**src/fpd_pkg.sv**
```systemverilog
// ---------------------------------------------------------------------------
// fpd_pkg
// shared types and constants of the datagram deframer
// ---------------------------------------------------------------------------
`default_nettype none

package fpd_pkg;

    localparam int unsigned HEADER_BYTES = 6;
    localparam int unsigned SIZE_BITS    = 24;
    localparam int unsigned SUM_BITS     = 16;
    localparam int unsigned INDEX_BITS   = 4;
    localparam int unsigned PPF_BITS     = 5;

    localparam logic [PPF_BITS-1:0]   PPF_RESET  = 5'd4;
    localparam logic [PPF_BITS-1:0]   PPF_MAX    = 5'd16;
    localparam logic [INDEX_BITS-1:0] INDEX_MASK = 4'hf;

    // header byte positions
    localparam logic [2:0] HDR_INDEX  = 3'd0;
    localparam logic [2:0] HDR_SUM_LO = 3'd1;
    localparam logic [2:0] HDR_SUM_HI = 3'd2;
    localparam logic [2:0] HDR_SIZE_0 = 3'd3;
    localparam logic [2:0] HDR_SIZE_1 = 3'd4;
    localparam logic [2:0] HDR_SIZE_2 = 3'd5;

    typedef struct packed {
        logic [7:0] data_byte;
        logic       last_byte;
    } fpd_item_t;

    typedef struct packed {
        logic                  length_ok;
        logic                  sum_ok;
        logic                  in_sequence;
        logic [INDEX_BITS-1:0] packet_index;
        logic                  frame_end;
        logic                  frame_good;
        logic [SIZE_BITS-1:0]  payload_length;
    } fpd_status_t;

    // last index of a frame, register clamped to 1..16
    function automatic logic [INDEX_BITS-1:0] last_index(input logic [PPF_BITS-1:0] ppf);
        logic [INDEX_BITS-1:0] result;
        if (ppf == '0)
        begin
            result = '0;
        end
        else if (ppf >= PPF_MAX)
        begin
            result = INDEX_MASK;
        end
        else
        begin
            result = INDEX_BITS'(ppf - 5'd1);
        end
        return result;
    endfunction

endpackage

`default_nettype wire

```
**src/fpd_if.sv**
```systemverilog
// ---------------------------------------------------------------------------
// fpd channel interfaces
// byte input channel and status output channel, valid/ready handshake
// ---------------------------------------------------------------------------
`default_nettype none

interface fpd_byte_if;
    logic       valid;
    logic       ready;
    logic [7:0] data_byte;
    logic       last_byte;

    modport source (output valid, output data_byte, output last_byte, input ready);
    modport sink (input valid, input data_byte, input last_byte, output ready);
endinterface

interface fpd_status_if;
    logic        valid;
    logic        ready;
    logic        length_ok;
    logic        sum_ok;
    logic        in_sequence;
    logic [3:0]  packet_index;
    logic        frame_end;
    logic        frame_good;
    logic [23:0] payload_length;

    modport source (
        output valid, output length_ok, output sum_ok, output in_sequence,
        output packet_index, output frame_end, output frame_good,
        output payload_length, input ready
    );
    modport sink (
        input valid, input length_ok, input sum_ok, input in_sequence,
        input packet_index, input frame_end, input frame_good,
        input payload_length, output ready
    );
endinterface

`default_nettype wire

```
**src/fpd_in_stage.sv**
```systemverilog
// ---------------------------------------------------------------------------
// fpd_in_stage
// input register for one byte transfer, refilled in the cycle it drains
// ---------------------------------------------------------------------------
`default_nettype none

module fpd_in_stage (
    input  wire logic              clk,
    input  wire logic              rst_n,
    input  wire logic              in_valid,
    input  wire fpd_pkg::fpd_item_t in_item,
    output logic                   in_ready,
    output logic                   item_valid,
    output fpd_pkg::fpd_item_t     item,
    input  wire logic              item_take
);

    logic               valid_reg;
    logic               valid_next;
    fpd_pkg::fpd_item_t item_reg;

    assign in_ready   = !valid_reg || item_take;
    assign valid_next = in_valid || (valid_reg && !item_take);

    always_ff @(posedge clk or negedge rst_n)
    begin
        if (!rst_n)
        begin
            valid_reg <= 1'b0;
        end
        else if (in_ready)
        begin
            valid_reg <= valid_next;
        end
    end

    always_ff @(posedge clk)
    begin
        if (in_valid && in_ready)
        begin
            item_reg <= in_item;
        end
    end

    assign item_valid = valid_reg;
    assign item       = item_reg;

endmodule

`default_nettype wire

```
**src/fpd_check.sv**
```systemverilog
// ---------------------------------------------------------------------------
// fpd_check
// byte count, header store, payload sum, sequence state and result register
// ---------------------------------------------------------------------------
`default_nettype none

module fpd_check #(
    parameter int unsigned COUNT_BITS = 24
) (
    input  wire logic                             clk,
    input  wire logic                             rst_n,
    input  wire logic                             cfg_wr_en,
    input  wire logic [fpd_pkg::PPF_BITS-1:0]     cfg_wr_data,
    input  wire logic                             item_valid,
    input  wire fpd_pkg::fpd_item_t               item,
    output logic                                  item_take,
    output logic                                  status_valid,
    output fpd_pkg::fpd_status_t                  status,
    input  wire logic                             status_ready
);

    localparam logic [COUNT_BITS-1:0] COUNT_MAX = '1;
    localparam logic [COUNT_BITS-1:0] HDR_COUNT = COUNT_BITS'(fpd_pkg::HEADER_BYTES);
    localparam logic [fpd_pkg::INDEX_BITS-1:0] PREV_RESET =
        fpd_pkg::INDEX_BITS'(fpd_pkg::PPF_RESET - 5'd1);

    logic [fpd_pkg::PPF_BITS-1:0]   ppf_reg;
    logic [COUNT_BITS-1:0]          count_reg;
    logic [COUNT_BITS-1:0]          count_next;
    logic [fpd_pkg::SUM_BITS-1:0]   sum_reg;
    logic [fpd_pkg::SUM_BITS-1:0]   sum_next;
    logic [fpd_pkg::INDEX_BITS-1:0] prev_reg;
    logic [fpd_pkg::INDEX_BITS-1:0] prev_next;
    logic                           in_order_reg;
    logic                           in_order_next;
    logic [7:0]                     hdr_reg [fpd_pkg::HEADER_BYTES];
    logic [7:0]                     hdr_view [fpd_pkg::HEADER_BYTES];
    logic                           out_valid_reg;
    fpd_pkg::fpd_status_t           out_reg;
    fpd_pkg::fpd_status_t           status_next;

    logic                           out_free;
    logic                           in_header;
    logic                           is_last;
    logic [fpd_pkg::SIZE_BITS-1:0]  size_field;
    logic [fpd_pkg::SUM_BITS-1:0]   sum_field;
    logic [fpd_pkg::INDEX_BITS-1:0] idx;
    logic [fpd_pkg::INDEX_BITS-1:0] lidx;
    logic [fpd_pkg::INDEX_BITS-1:0] expect_idx;
    logic                           long_enough;
    logic                           match;
    logic                           seq_ok;
    logic                           at_end;

    assign out_free  = !out_valid_reg || status_ready;
    assign item_take = item_valid && (!item.last_byte || out_free);
    assign is_last   = item_take && item.last_byte;
    assign in_header = count_reg < HDR_COUNT;

    // header as seen after this byte is stored
    always_comb
    begin
        for (int i = 0; i < fpd_pkg::HEADER_BYTES; i++)
        begin
            if (in_header && count_reg[2:0] == 3'(i))
            begin
                hdr_view[i] = item.data_byte;
            end
            else
            begin
                hdr_view[i] = hdr_reg[i];
            end
        end
    end

    always_comb
    begin
        count_next = (count_reg == COUNT_MAX) ? count_reg : count_reg + 1'b1;
        sum_next   = in_header ? sum_reg
                   : sum_reg + fpd_pkg::SUM_BITS'(item.data_byte);
    end

    assign size_field  = {hdr_view[fpd_pkg::HDR_SIZE_2], hdr_view[fpd_pkg::HDR_SIZE_1],
                          hdr_view[fpd_pkg::HDR_SIZE_0]};
    assign sum_field   = {hdr_view[fpd_pkg::HDR_SUM_HI], hdr_view[fpd_pkg::HDR_SUM_LO]};
    assign idx         = hdr_view[fpd_pkg::HDR_INDEX][fpd_pkg::INDEX_BITS-1:0];
    assign lidx        = fpd_pkg::last_index(ppf_reg);
    assign expect_idx  = (idx == '0) ? lidx : idx - 1'b1;
    assign long_enough = count_next >= HDR_COUNT;
    assign match       = long_enough && (count_next != COUNT_MAX)
                      && (fpd_pkg::SIZE_BITS'(count_next) == size_field);
    assign seq_ok      = expect_idx == prev_reg;
    assign at_end      = idx == lidx;

    always_comb
    begin
        status_next.length_ok      = match;
        status_next.sum_ok         = match && (sum_next == sum_field);
        status_next.in_sequence    = match && seq_ok;
        status_next.packet_index   = idx;
        status_next.frame_end      = match && at_end;
        status_next.frame_good     = match && at_end && in_order_reg && seq_ok;
        status_next.payload_length = long_enough
                                   ? fpd_pkg::SIZE_BITS'(count_next - HDR_COUNT) : '0;
        prev_next     = prev_reg;
        in_order_next = in_order_reg;
        if (match)
        begin
            prev_next     = idx;
            in_order_next = at_end ? 1'b1 : (in_order_reg && seq_ok);
        end
    end

    always_ff @(posedge clk or negedge rst_n)
    begin
        if (!rst_n)
        begin
            ppf_reg       <= fpd_pkg::PPF_RESET;
            count_reg     <= '0;
            sum_reg       <= '0;
            prev_reg      <= PREV_RESET;
            in_order_reg  <= 1'b1;
            out_valid_reg <= 1'b0;
        end
        else
        begin
            if (cfg_wr_en)
            begin
                ppf_reg <= cfg_wr_data;
            end
            if (item_take)
            begin
                count_reg <= item.last_byte ? '0 : count_next;
                sum_reg   <= item.last_byte ? '0 : sum_next;
            end
            if (is_last)
            begin
                prev_reg     <= prev_next;
                in_order_reg <= in_order_next;
            end
            if (is_last)
            begin
                out_valid_reg <= 1'b1;
            end
            else if (status_ready)
            begin
                out_valid_reg <= 1'b0;
            end
        end
    end

    always_ff @(posedge clk)
    begin
        if (item_take && in_header)
        begin
            hdr_reg[count_reg[2:0]] <= item.data_byte;
        end
        if (is_last)
        begin
            out_reg <= status_next;
        end
    end

    assign status_valid = out_valid_reg;
    assign status       = out_reg;

    // a last byte transfer always leaves a result waiting
    a_last_gives_result: assert property (@(posedge clk) disable iff (!rst_n)
        is_last |=> out_valid_reg)
        else $error("no result after last byte");

    // count and sum restart after each datagram
    a_restart: assert property (@(posedge clk) disable iff (!rst_n)
        is_last |=> (count_reg == '0 && sum_reg == '0))
        else $error("count or sum not cleared after last byte");

    // a length mismatch reports no check as passed
    a_mismatch_quiet: assert property (@(posedge clk) disable iff (!rst_n)
        (out_valid_reg && !out_reg.length_ok) |->
        (!out_reg.sum_ok && !out_reg.in_sequence && !out_reg.frame_end
         && !out_reg.frame_good))
        else $error("checks passed on length mismatch");

    // sequence state moves only on a matching datagram
    a_prev_stable: assert property (@(posedge clk) disable iff (!rst_n)
        !(is_last && match) |=> $stable(prev_reg))
        else $error("previous index changed without a length match");

endmodule

`default_nettype wire

```
**src/frame_packet_deframer.sv**
```systemverilog
// ---------------------------------------------------------------------------
// frame_packet_deframer
// checks header size, payload sum and packet sequence of byte-wise datagrams
// ---------------------------------------------------------------------------
//  channel   dir   transfer moves
//  bytes     in    data_byte, last_byte
//  status    out   length_ok, sum_ok, in_sequence, packet_index, frame_end,
//                  frame_good, payload_length (one per last byte)
//  cfg       in    packets_per_frame, written when cfg_wr_en is high
//
//  one byte per cycle unless a held status stalls a last byte; a status is valid
//  once its last byte has passed the input register, then the result register
//  reset clears count, sum, sequence state and the register to 4
//  a held status stalls only last bytes; other bytes keep flowing
// ---------------------------------------------------------------------------
`default_nettype none

module frame_packet_deframer #(
    parameter int unsigned COUNT_BITS = 24
) (
    input  wire logic       clk,
    input  wire logic       rst_n,
    input  wire logic       cfg_wr_en,
    input  wire logic [4:0] cfg_wr_data,
    fpd_byte_if.sink        bytes,
    fpd_status_if.source    status
);

    fpd_pkg::fpd_item_t   in_item;
    fpd_pkg::fpd_item_t   item;
    fpd_pkg::fpd_status_t result;
    logic                 item_valid;
    logic                 item_take;
    logic                 result_valid;

    assign in_item.data_byte = bytes.data_byte;
    assign in_item.last_byte = bytes.last_byte;

    fpd_in_stage u_in_stage (
        .clk        (clk),
        .rst_n      (rst_n),
        .in_valid   (bytes.valid),
        .in_item    (in_item),
        .in_ready   (bytes.ready),
        .item_valid (item_valid),
        .item       (item),
        .item_take  (item_take)
    );

    fpd_check #(
        .COUNT_BITS (COUNT_BITS)
    ) u_check (
        .clk          (clk),
        .rst_n        (rst_n),
        .cfg_wr_en    (cfg_wr_en),
        .cfg_wr_data  (cfg_wr_data),
        .item_valid   (item_valid),
        .item         (item),
        .item_take    (item_take),
        .status_valid (result_valid),
        .status       (result),
        .status_ready (status.ready)
    );

    assign status.valid          = result_valid;
    assign status.length_ok      = result.length_ok;
    assign status.sum_ok         = result.sum_ok;
    assign status.in_sequence    = result.in_sequence;
    assign status.packet_index   = result.packet_index;
    assign status.frame_end      = result.frame_end;
    assign status.frame_good     = result.frame_good;
    assign status.payload_length = result.payload_length;

endmodule

`default_nettype wire
```
**src/flat_wrapper.sv**
```systemverilog
// flat-port wrapper written by rule: the top's interface ports become plain ports
module frame_packet_deframer_flat 
#(
    parameter int unsigned COUNT_BITS = 24
)
  (clk, rst_n, cfg_wr_en, cfg_wr_data, bytes_valid, bytes_data_byte, bytes_last_byte, bytes_ready, status_valid, status_length_ok, status_sum_ok, status_in_sequence, status_packet_index, status_frame_end, status_frame_good, status_payload_length, status_ready);
  fpd_byte_if bytes_i ();
  fpd_status_if status_i ();
  input  wire logic clk;
  input  wire logic rst_n;
  input  wire logic cfg_wr_en;
  input  wire logic [4:0] cfg_wr_data;
  input wire logic [$bits(bytes_i.valid)-1:0] bytes_valid;
  input wire logic [$bits(bytes_i.data_byte)-1:0] bytes_data_byte;
  input wire logic [$bits(bytes_i.last_byte)-1:0] bytes_last_byte;
  output wire logic [$bits(bytes_i.ready)-1:0] bytes_ready;
  output wire logic [$bits(status_i.valid)-1:0] status_valid;
  output wire logic [$bits(status_i.length_ok)-1:0] status_length_ok;
  output wire logic [$bits(status_i.sum_ok)-1:0] status_sum_ok;
  output wire logic [$bits(status_i.in_sequence)-1:0] status_in_sequence;
  output wire logic [$bits(status_i.packet_index)-1:0] status_packet_index;
  output wire logic [$bits(status_i.frame_end)-1:0] status_frame_end;
  output wire logic [$bits(status_i.frame_good)-1:0] status_frame_good;
  output wire logic [$bits(status_i.payload_length)-1:0] status_payload_length;
  input wire logic [$bits(status_i.ready)-1:0] status_ready;
  assign bytes_i.valid = bytes_valid;
  assign bytes_i.data_byte = bytes_data_byte;
  assign bytes_i.last_byte = bytes_last_byte;
  assign bytes_ready = bytes_i.ready;
  assign status_valid = status_i.valid;
  assign status_length_ok = status_i.length_ok;
  assign status_sum_ok = status_i.sum_ok;
  assign status_in_sequence = status_i.in_sequence;
  assign status_packet_index = status_i.packet_index;
  assign status_frame_end = status_i.frame_end;
  assign status_frame_good = status_i.frame_good;
  assign status_payload_length = status_i.payload_length;
  assign status_i.ready = status_ready;
  frame_packet_deframer #(.COUNT_BITS(COUNT_BITS)) u_core (.clk(clk), .rst_n(rst_n), .cfg_wr_en(cfg_wr_en), .cfg_wr_data(cfg_wr_data), .bytes(bytes_i), .status(status_i));
endmodule
```
**config.mk**
```make
export PLATFORM = sky130hd
export DESIGN_NAME = frame_packet_deframer_flat
export DESIGN_NICKNAME = d
export VERILOG_FILES = /design/src/fpd_pkg.sv /design/src/fpd_if.sv /design/src/fpd_in_stage.sv /design/src/fpd_check.sv /design/src/frame_packet_deframer.sv /design/src/flat_wrapper.sv
export SDC_FILE = /design/constraint.sdc
export NUM_CORES = 1
export LEC_CHECK = 0
export BUFFER_PORTS_ARGS = -buffer_cell sky130_fd_sc_hd__buf_2
export CORE_MARGIN = 3
export CORE_UTILIZATION = 66
export CTS_CLUSTER_DIAMETER = 30
export CTS_CLUSTER_SIZE = 28
export DETAILED_ROUTE_END_ITERATION = 7
export PLACE_DENSITY_LB_ADDON = 0.1
export SLEW_MARGIN = 20
export SYNTH_ARGS = -nofsm -noshare
export SYNTH_HDL_FRONTEND = slang
export SYNTH_SLANG_ARGS = --single-unit
```
**constraint.sdc**
```tcl
create_clock -name clk -period 11.2 [get_ports clk]
set_input_delay 0 -clock clk [delete_from_list [all_inputs] [get_ports clk]]
set_output_delay 0 -clock clk [all_outputs]
set_load 0.01 [all_outputs]
```
Word-level counts from Yosys, hierarchy flattened. Memories as Yosys holds them, arrays and structs flattened. Cells that the tools add are included.

Output and inout port bits: 35. Logic and storage cells: 86. Register bits: 94. Memory bits (read-only): 0. RAM bits: 48. Latch bits: 0. Memories kept: 1. Input port bits: 19.

Add/sub/neg operators: 5. Equality and inequality tests: 11. Bitwise logic cells: 0. Order comparisons: 3. Divide/modulo/power cells: 0. Shift-type cells: 0. Reductions and logical operators: 32. $mul: 0. Mux-type cells: 18.

Memory list: u_core.u_check.hdr_reg (depth 6, width 8, rd ports 6, clocked after Yosys merged registers in 0, write ports 1, line fpd_check.sv:36) `logic [7:0] hdr_reg [fpd_pkg::HEADER_BYTES];`.

Operators by type and width (number): $mux W24 (2); $mux W8 (5); $mux W16 (2); $add A24 B1 Y24 const B (1); $eq A24 B24 Y1 (1); $eq A24 B24 Y1 const B (1); $ge A24 B3 Y1 const B (1); $lt A24 B3 Y1 const B (1); $ne A24 B24 Y1 const B (1); $sub A24 B3 Y24 const B (1); $logic_and A1 B1 Y1 (19); $add A16 B8 Y16 (1); $eq A16 B16 Y1 (1); $mux W4 (4); $eq A4 B4 Y1 (2); $sub A4 B1 Y4 const B (2); $eq A3 B2 Y1 const B (2); $eq A3 B3 Y1 const B (2); $ge A5 B5 Y1 const B (1); $logic_not A5 Y1 (1); $mux W1 (5); $logic_not A1 Y1 (4); $logic_not A4 Y1 (1); $logic_or A1 B1 Y1 (4); 4 further kinds (4).

Longest topological paths before layout.
Depth in word-level cells: 8. Mapped depth: 15. Mapped depth without buffers: 13.

Cells and area by module. From an unflattened synthesis, not the netlist that was laid out.

Cells, all modules: 866. Area, all modules: 8785.9 um2.

By module, submodules not included: fpd_check (times used 1, seq. area each 3593.4 um2, cells each 853, area each 8461.9 um2); fpd_in_stage (times used 1, seq. area each 295.3 um2, cells each 13, area each 324.1 um2).

Least setup slack after synthesis. OpenSTA, ideal clock, no wires.

Path kind: register to register. Start point: reg u_core.u_check.count_reg[9]. End point: reg u_core.u_check.in_order_reg. Buffers on the path: 2. Period minus slack after synthesis: 3707 ps. Stages on the path, launching flop included: 15. Setup time: 79 ps. Slack: 7493 ps. Arrival time: 3628 ps. Required time: 11121 ps. Path through: dfrtp_1 buf_2 nor3_1 nand3_1 or4b_1 clkbuf_1 mux2i_1 ha_1 nand2_1 mux2i_1 mux2i_1 xor2_1 nor4_1 or4_1 a22o_1.

Longest elaborated chain between the ends: 8. Elaborated cells between the ends (all ways): 25. Classes of those cells: 2 x add/sub; 2 x order compare; 5 x eq/ne; 7 x mux; 9 x reduce/logical.

Ends and longest elaborated chain: start: declaration (line fpd_check.sv:28) `logic [COUNT_BITS-1:0] count_reg;`; start signal: assignment (line fpd_check.sv:133) `count_reg <= item.last_byte ? '0 : count_next;`; branches (longest 8 deep; another with $add A24 B1 Y24); end signal: assignment (line fpd_check.sv:139) `in_order_reg <= in_order_next;`; end: declaration (line fpd_check.sv:34) `logic in_order_reg;`.

Parallel ways; which one is timed is not known. A chain may end at the register's enable or synchronous reset.

==> results by group <==
Run status
  – Status: finished clean

Power and ir drop
  – Power Internal: 1.032 mW
  – Peak VDD IR: 0.1522 mV
  – Tot Pwr: roughly 1.5 mW
  – Clock Power Share: 0.369
  – Net Sw Frac: 0.3085
  – Switching pwr: ~460 uW
  – Seq pwr share: 0.425
  – Lkg Pwr: around 3.7 nW
  – Logic pwr share: 0.206
  – Pwr/cell area: 160.9 mW/mm2

STA
  – RSZ-0062 raised after global routing: false
  – F_max: ~210 MHz
  – Setup TNS Final: 0 ps
  – Tcrit/Tclk final: 0.4270
  – Number of hold violations in the final report: 0
  – Slew at the pin closest to its max-slew limit: 995.3 ps
  – Slew Limit Fails: 0
  – Crit path time final: ~4800 ps
  – Final setup viols: 0
  – Worst slew margin: 0.3313
  – Clock Skew: roughly 15 ps

Clock tree
  – TritonCTS clock tree: built
  – Worst-Skew Late Latency: 440 ps
  – Clock buffer depth: 2
  – Sink Count: 138
  – Setup bufs post-CTS: 0
  – Clock transition at path regs: about 60 ps
  – CTS buffer count: 17
  – H-tree levels: 4
  – Clk root buf: clkbuf_16

Global routing
  – Vias in the first global route: slightly below 7,000
  – Total GRT Usage: 0.3599
  – Pin count of the biggest net entering global routing: between 50 and 60
  – First-pass GRT wire length: about 37,000 um
  – Grt total ovfl: 0
  – Initial antenna violation count: 0

Place
  – Hpwl dp: roughly 15,000 um
  – Final GP Congestion: between 1 and 1.5
  – Port buffer count: 53

Critical path
  – Reg2Reg Capture Point: u_core.u_check.status[24]
  – Reg2Reg Setup Slack: between 6000 and 7000 ps
  – Critical path startpoint category: flop
  – CP startpoint: u_core.u_check.count_reg[0]
  – CP Capture Type: flop
  – Reg2reg start: u_core.u_check.count_reg[0]
  – Critical path class: flop to flop
  – Crit-path max FO: 15
  – Critical Path AT: between 4000 and 5000 ps
  – Req. time, crit path: between 10,000 and 15,000 ps
  – R2R cell count: 11

Die
  – Die Wd: 116.8 um
  – Initial core utilization: 0.6920
  – Core Rows: 39
  – Die Height: 116.8 um
  – I/O pin count: 54
  – Die area: 0.01364 mm2
  – Core area: 0.01171 mm2

Logic synthesis
  – Post-synth EDFFs: 86
  – Ranking of synthesized cells by area: edfxtp_1, dfrtp_1, mux2i_1, xnor2_1, nand2_1
  – Sequential area share after synthesis: 0.4799
  – Post-Synthesis Cells: just under 800
  – Syn nets: ~800
  – Mapped Area: just over 0.008 mm2
  – Top_reg_cell synth: edfxtp_1
  – Async set-or-reset flop fraction in the synthesized netlist: 0.3768
  – Syn Area/Cell: just over 10 um2
  – Synth Register Bits: approximately 140
  – Post-synth top area cell: edfxtp_1
  – Post-synthesis cell type count: 67
  – Synth top area share: 0.3187
  – Ys Warns: 0

Drt
  – DR vias/cell: roughly 6.8
  – Routed WL per cell: around 23 um
  – DRC: 0
  – Initial drt markers: slightly below 1,000
  – Via Count: ~6,900
  – Post-route ant nets: 0
  – Total routed wirelength: between 20,000 and 25,000 um
  – Drt pass-1 iters: 6

Min path
  – HP Class: primary input to asynchronous set/reset pin

Finish
  – Max FFs per register: 44
  – Synth-to-layout area growth: 14.45%
  – Share of layout cells above drive strength 1: 0.1425
  – Total Nets Final: 887
  – ANT cells: 0

Run
  – Max Cap Viol: 0
## area by class of cell
cell class                 instances  area, um2
multi-input combinational        590       3995
sequential                       138       3889
fill                             703       2436
timing repair buffer              86      575.6
clock buffer                      18      439.2
tap                              143      178.9
clock inverter                    14      133.9
inverter                          17      63.81
## critical path, cell delays in order, from the launching register on
cell	delay [ps]
dfrtp_1	650
ha_1	350
nand4_1	300
nor3_1	900
a21oi_1	190
xnor2_1	530
nand4b_1	310
nor3_2	360
nand2_1	200
o21ai_0	380
nor2_1	150
and4_1	210
## worst max-delay path by stage
stage                                  end  slack [ps]
3_3_place_gp     u_core.u_check.status[31]        6710
5_1_grt          u_core.u_check.status[24]        6000
4_1_cts          u_core.u_check.status[31]        6360
2_1_floorplan  u_core.u_check.in_order_reg        7490
3_5_place_dp     u_core.u_check.status[31]        6330
6_report         u_core.u_check.status[24]        6420
## placed cells by master (no fill, tap or decap), drive strengths merged, types with 7 or more instances in the layout
master | netlist | final
dfrtp | 48 | 48
inv | 17 | 24
or3 | 7 | 7
clkbuf | 25 | 18
nor2 | 59 | 59
o21ai | 55 | 55
nand4 | 21 | 21
a211oi | 10 | 10
mux2 | 11 | 11
and3 | 12 | 12
nand2 | 75 | 75
nor3 | 25 | 25
edfxtp | 86 | 86
xor2 | 29 | 29
mux2i | 55 | 55
a21oi | 17 | 17
ha | 17 | 17
nand3 | 27 | 27
xnor2 | 51 | 51
buf | 14 | 61
dlygate4sd3 | 0 | 25
nor4 | 18 | 18
## layer usage
metal	share of wire	global-route usage	vias to the layer above	wire, um
met5	0	0	-	0
met4	0.045	0.1812	0	1044
met3	0.084	0.07558	93	1944
met2	0.50	0.6060	458	11600
met1	0.37	0.4404	3297	8658
li1	-	-	3023	-
## per-stage QoR
stage	util	hold slack, ps	instances	cell area, um2	setup slack, ps
6_report	0.7920	246.4	1006	9275	6418
3_3_place_gp	0.7209	165.0	949	8443	6715
5_1_grt	0.7920	275.0	1006	9275	6005
2_1_floorplan	-	-295.6	784	8104	7493
4_1_cts	0.7912	259.0	1006	9266	6364
3_5_place_dp	0.7209	169.9	949	8443	6326
## cells in the mapped netlist (10+ instances only)
cell type / number
nand3_1: 26
o21ai_0: 54
xor2_1: 29
a21oi_1: 16
nor3_1: 21
inv_1: 17
xnor2_1: 51
nor2_1: 59
a211oi_1: 10
clkbuf_1: 24
and3_1: 12
dfrtp_1: 48
edfxtp_1: 86
ha_1: 17
mux2i_1: 55
nand2_1: 75
mux2_2: 11
nor4_1: 15
nand4_1: 21
buf_2: 11
## kinds of logic after synthesis
family,Yosys count,synth area share
AND/OR/NAND/NOR,295,0.1913
flip-flops,138,0.4799
AO/OA/AOI/OAI,131,0.1022
XOR/XNOR,80,0.08646
multiplexers,66,0.08322
buffers and inverters,56,0.02825
adder cells (fa/ha/maj),18,0.02872
## power by group through the flow
| stage | Combinational [mW] | Clock [mW] | Sequential, mW |
|---|---|---|---|
| floorplan | 0.221 | 0 | 0.624 |
| finish | 0.308 | 0.550 | 0.634 |
| global route | 0.333 | 0.573 | 0.638 |
| detailed placement | 0.283 | 0 | 0.639 |
| CTS | 0.296 | 0.546 | 0.630 |
| global placement | 0.270 | 0 | 0.634 |
## what timing repair did
action | 4_1_cts | 5_1_grt
hold endpoints to repair | 64 | 0
resized for setup | 0 | 0
hold buffers | 25 | 0
Power figures use the tool's default switching activity.
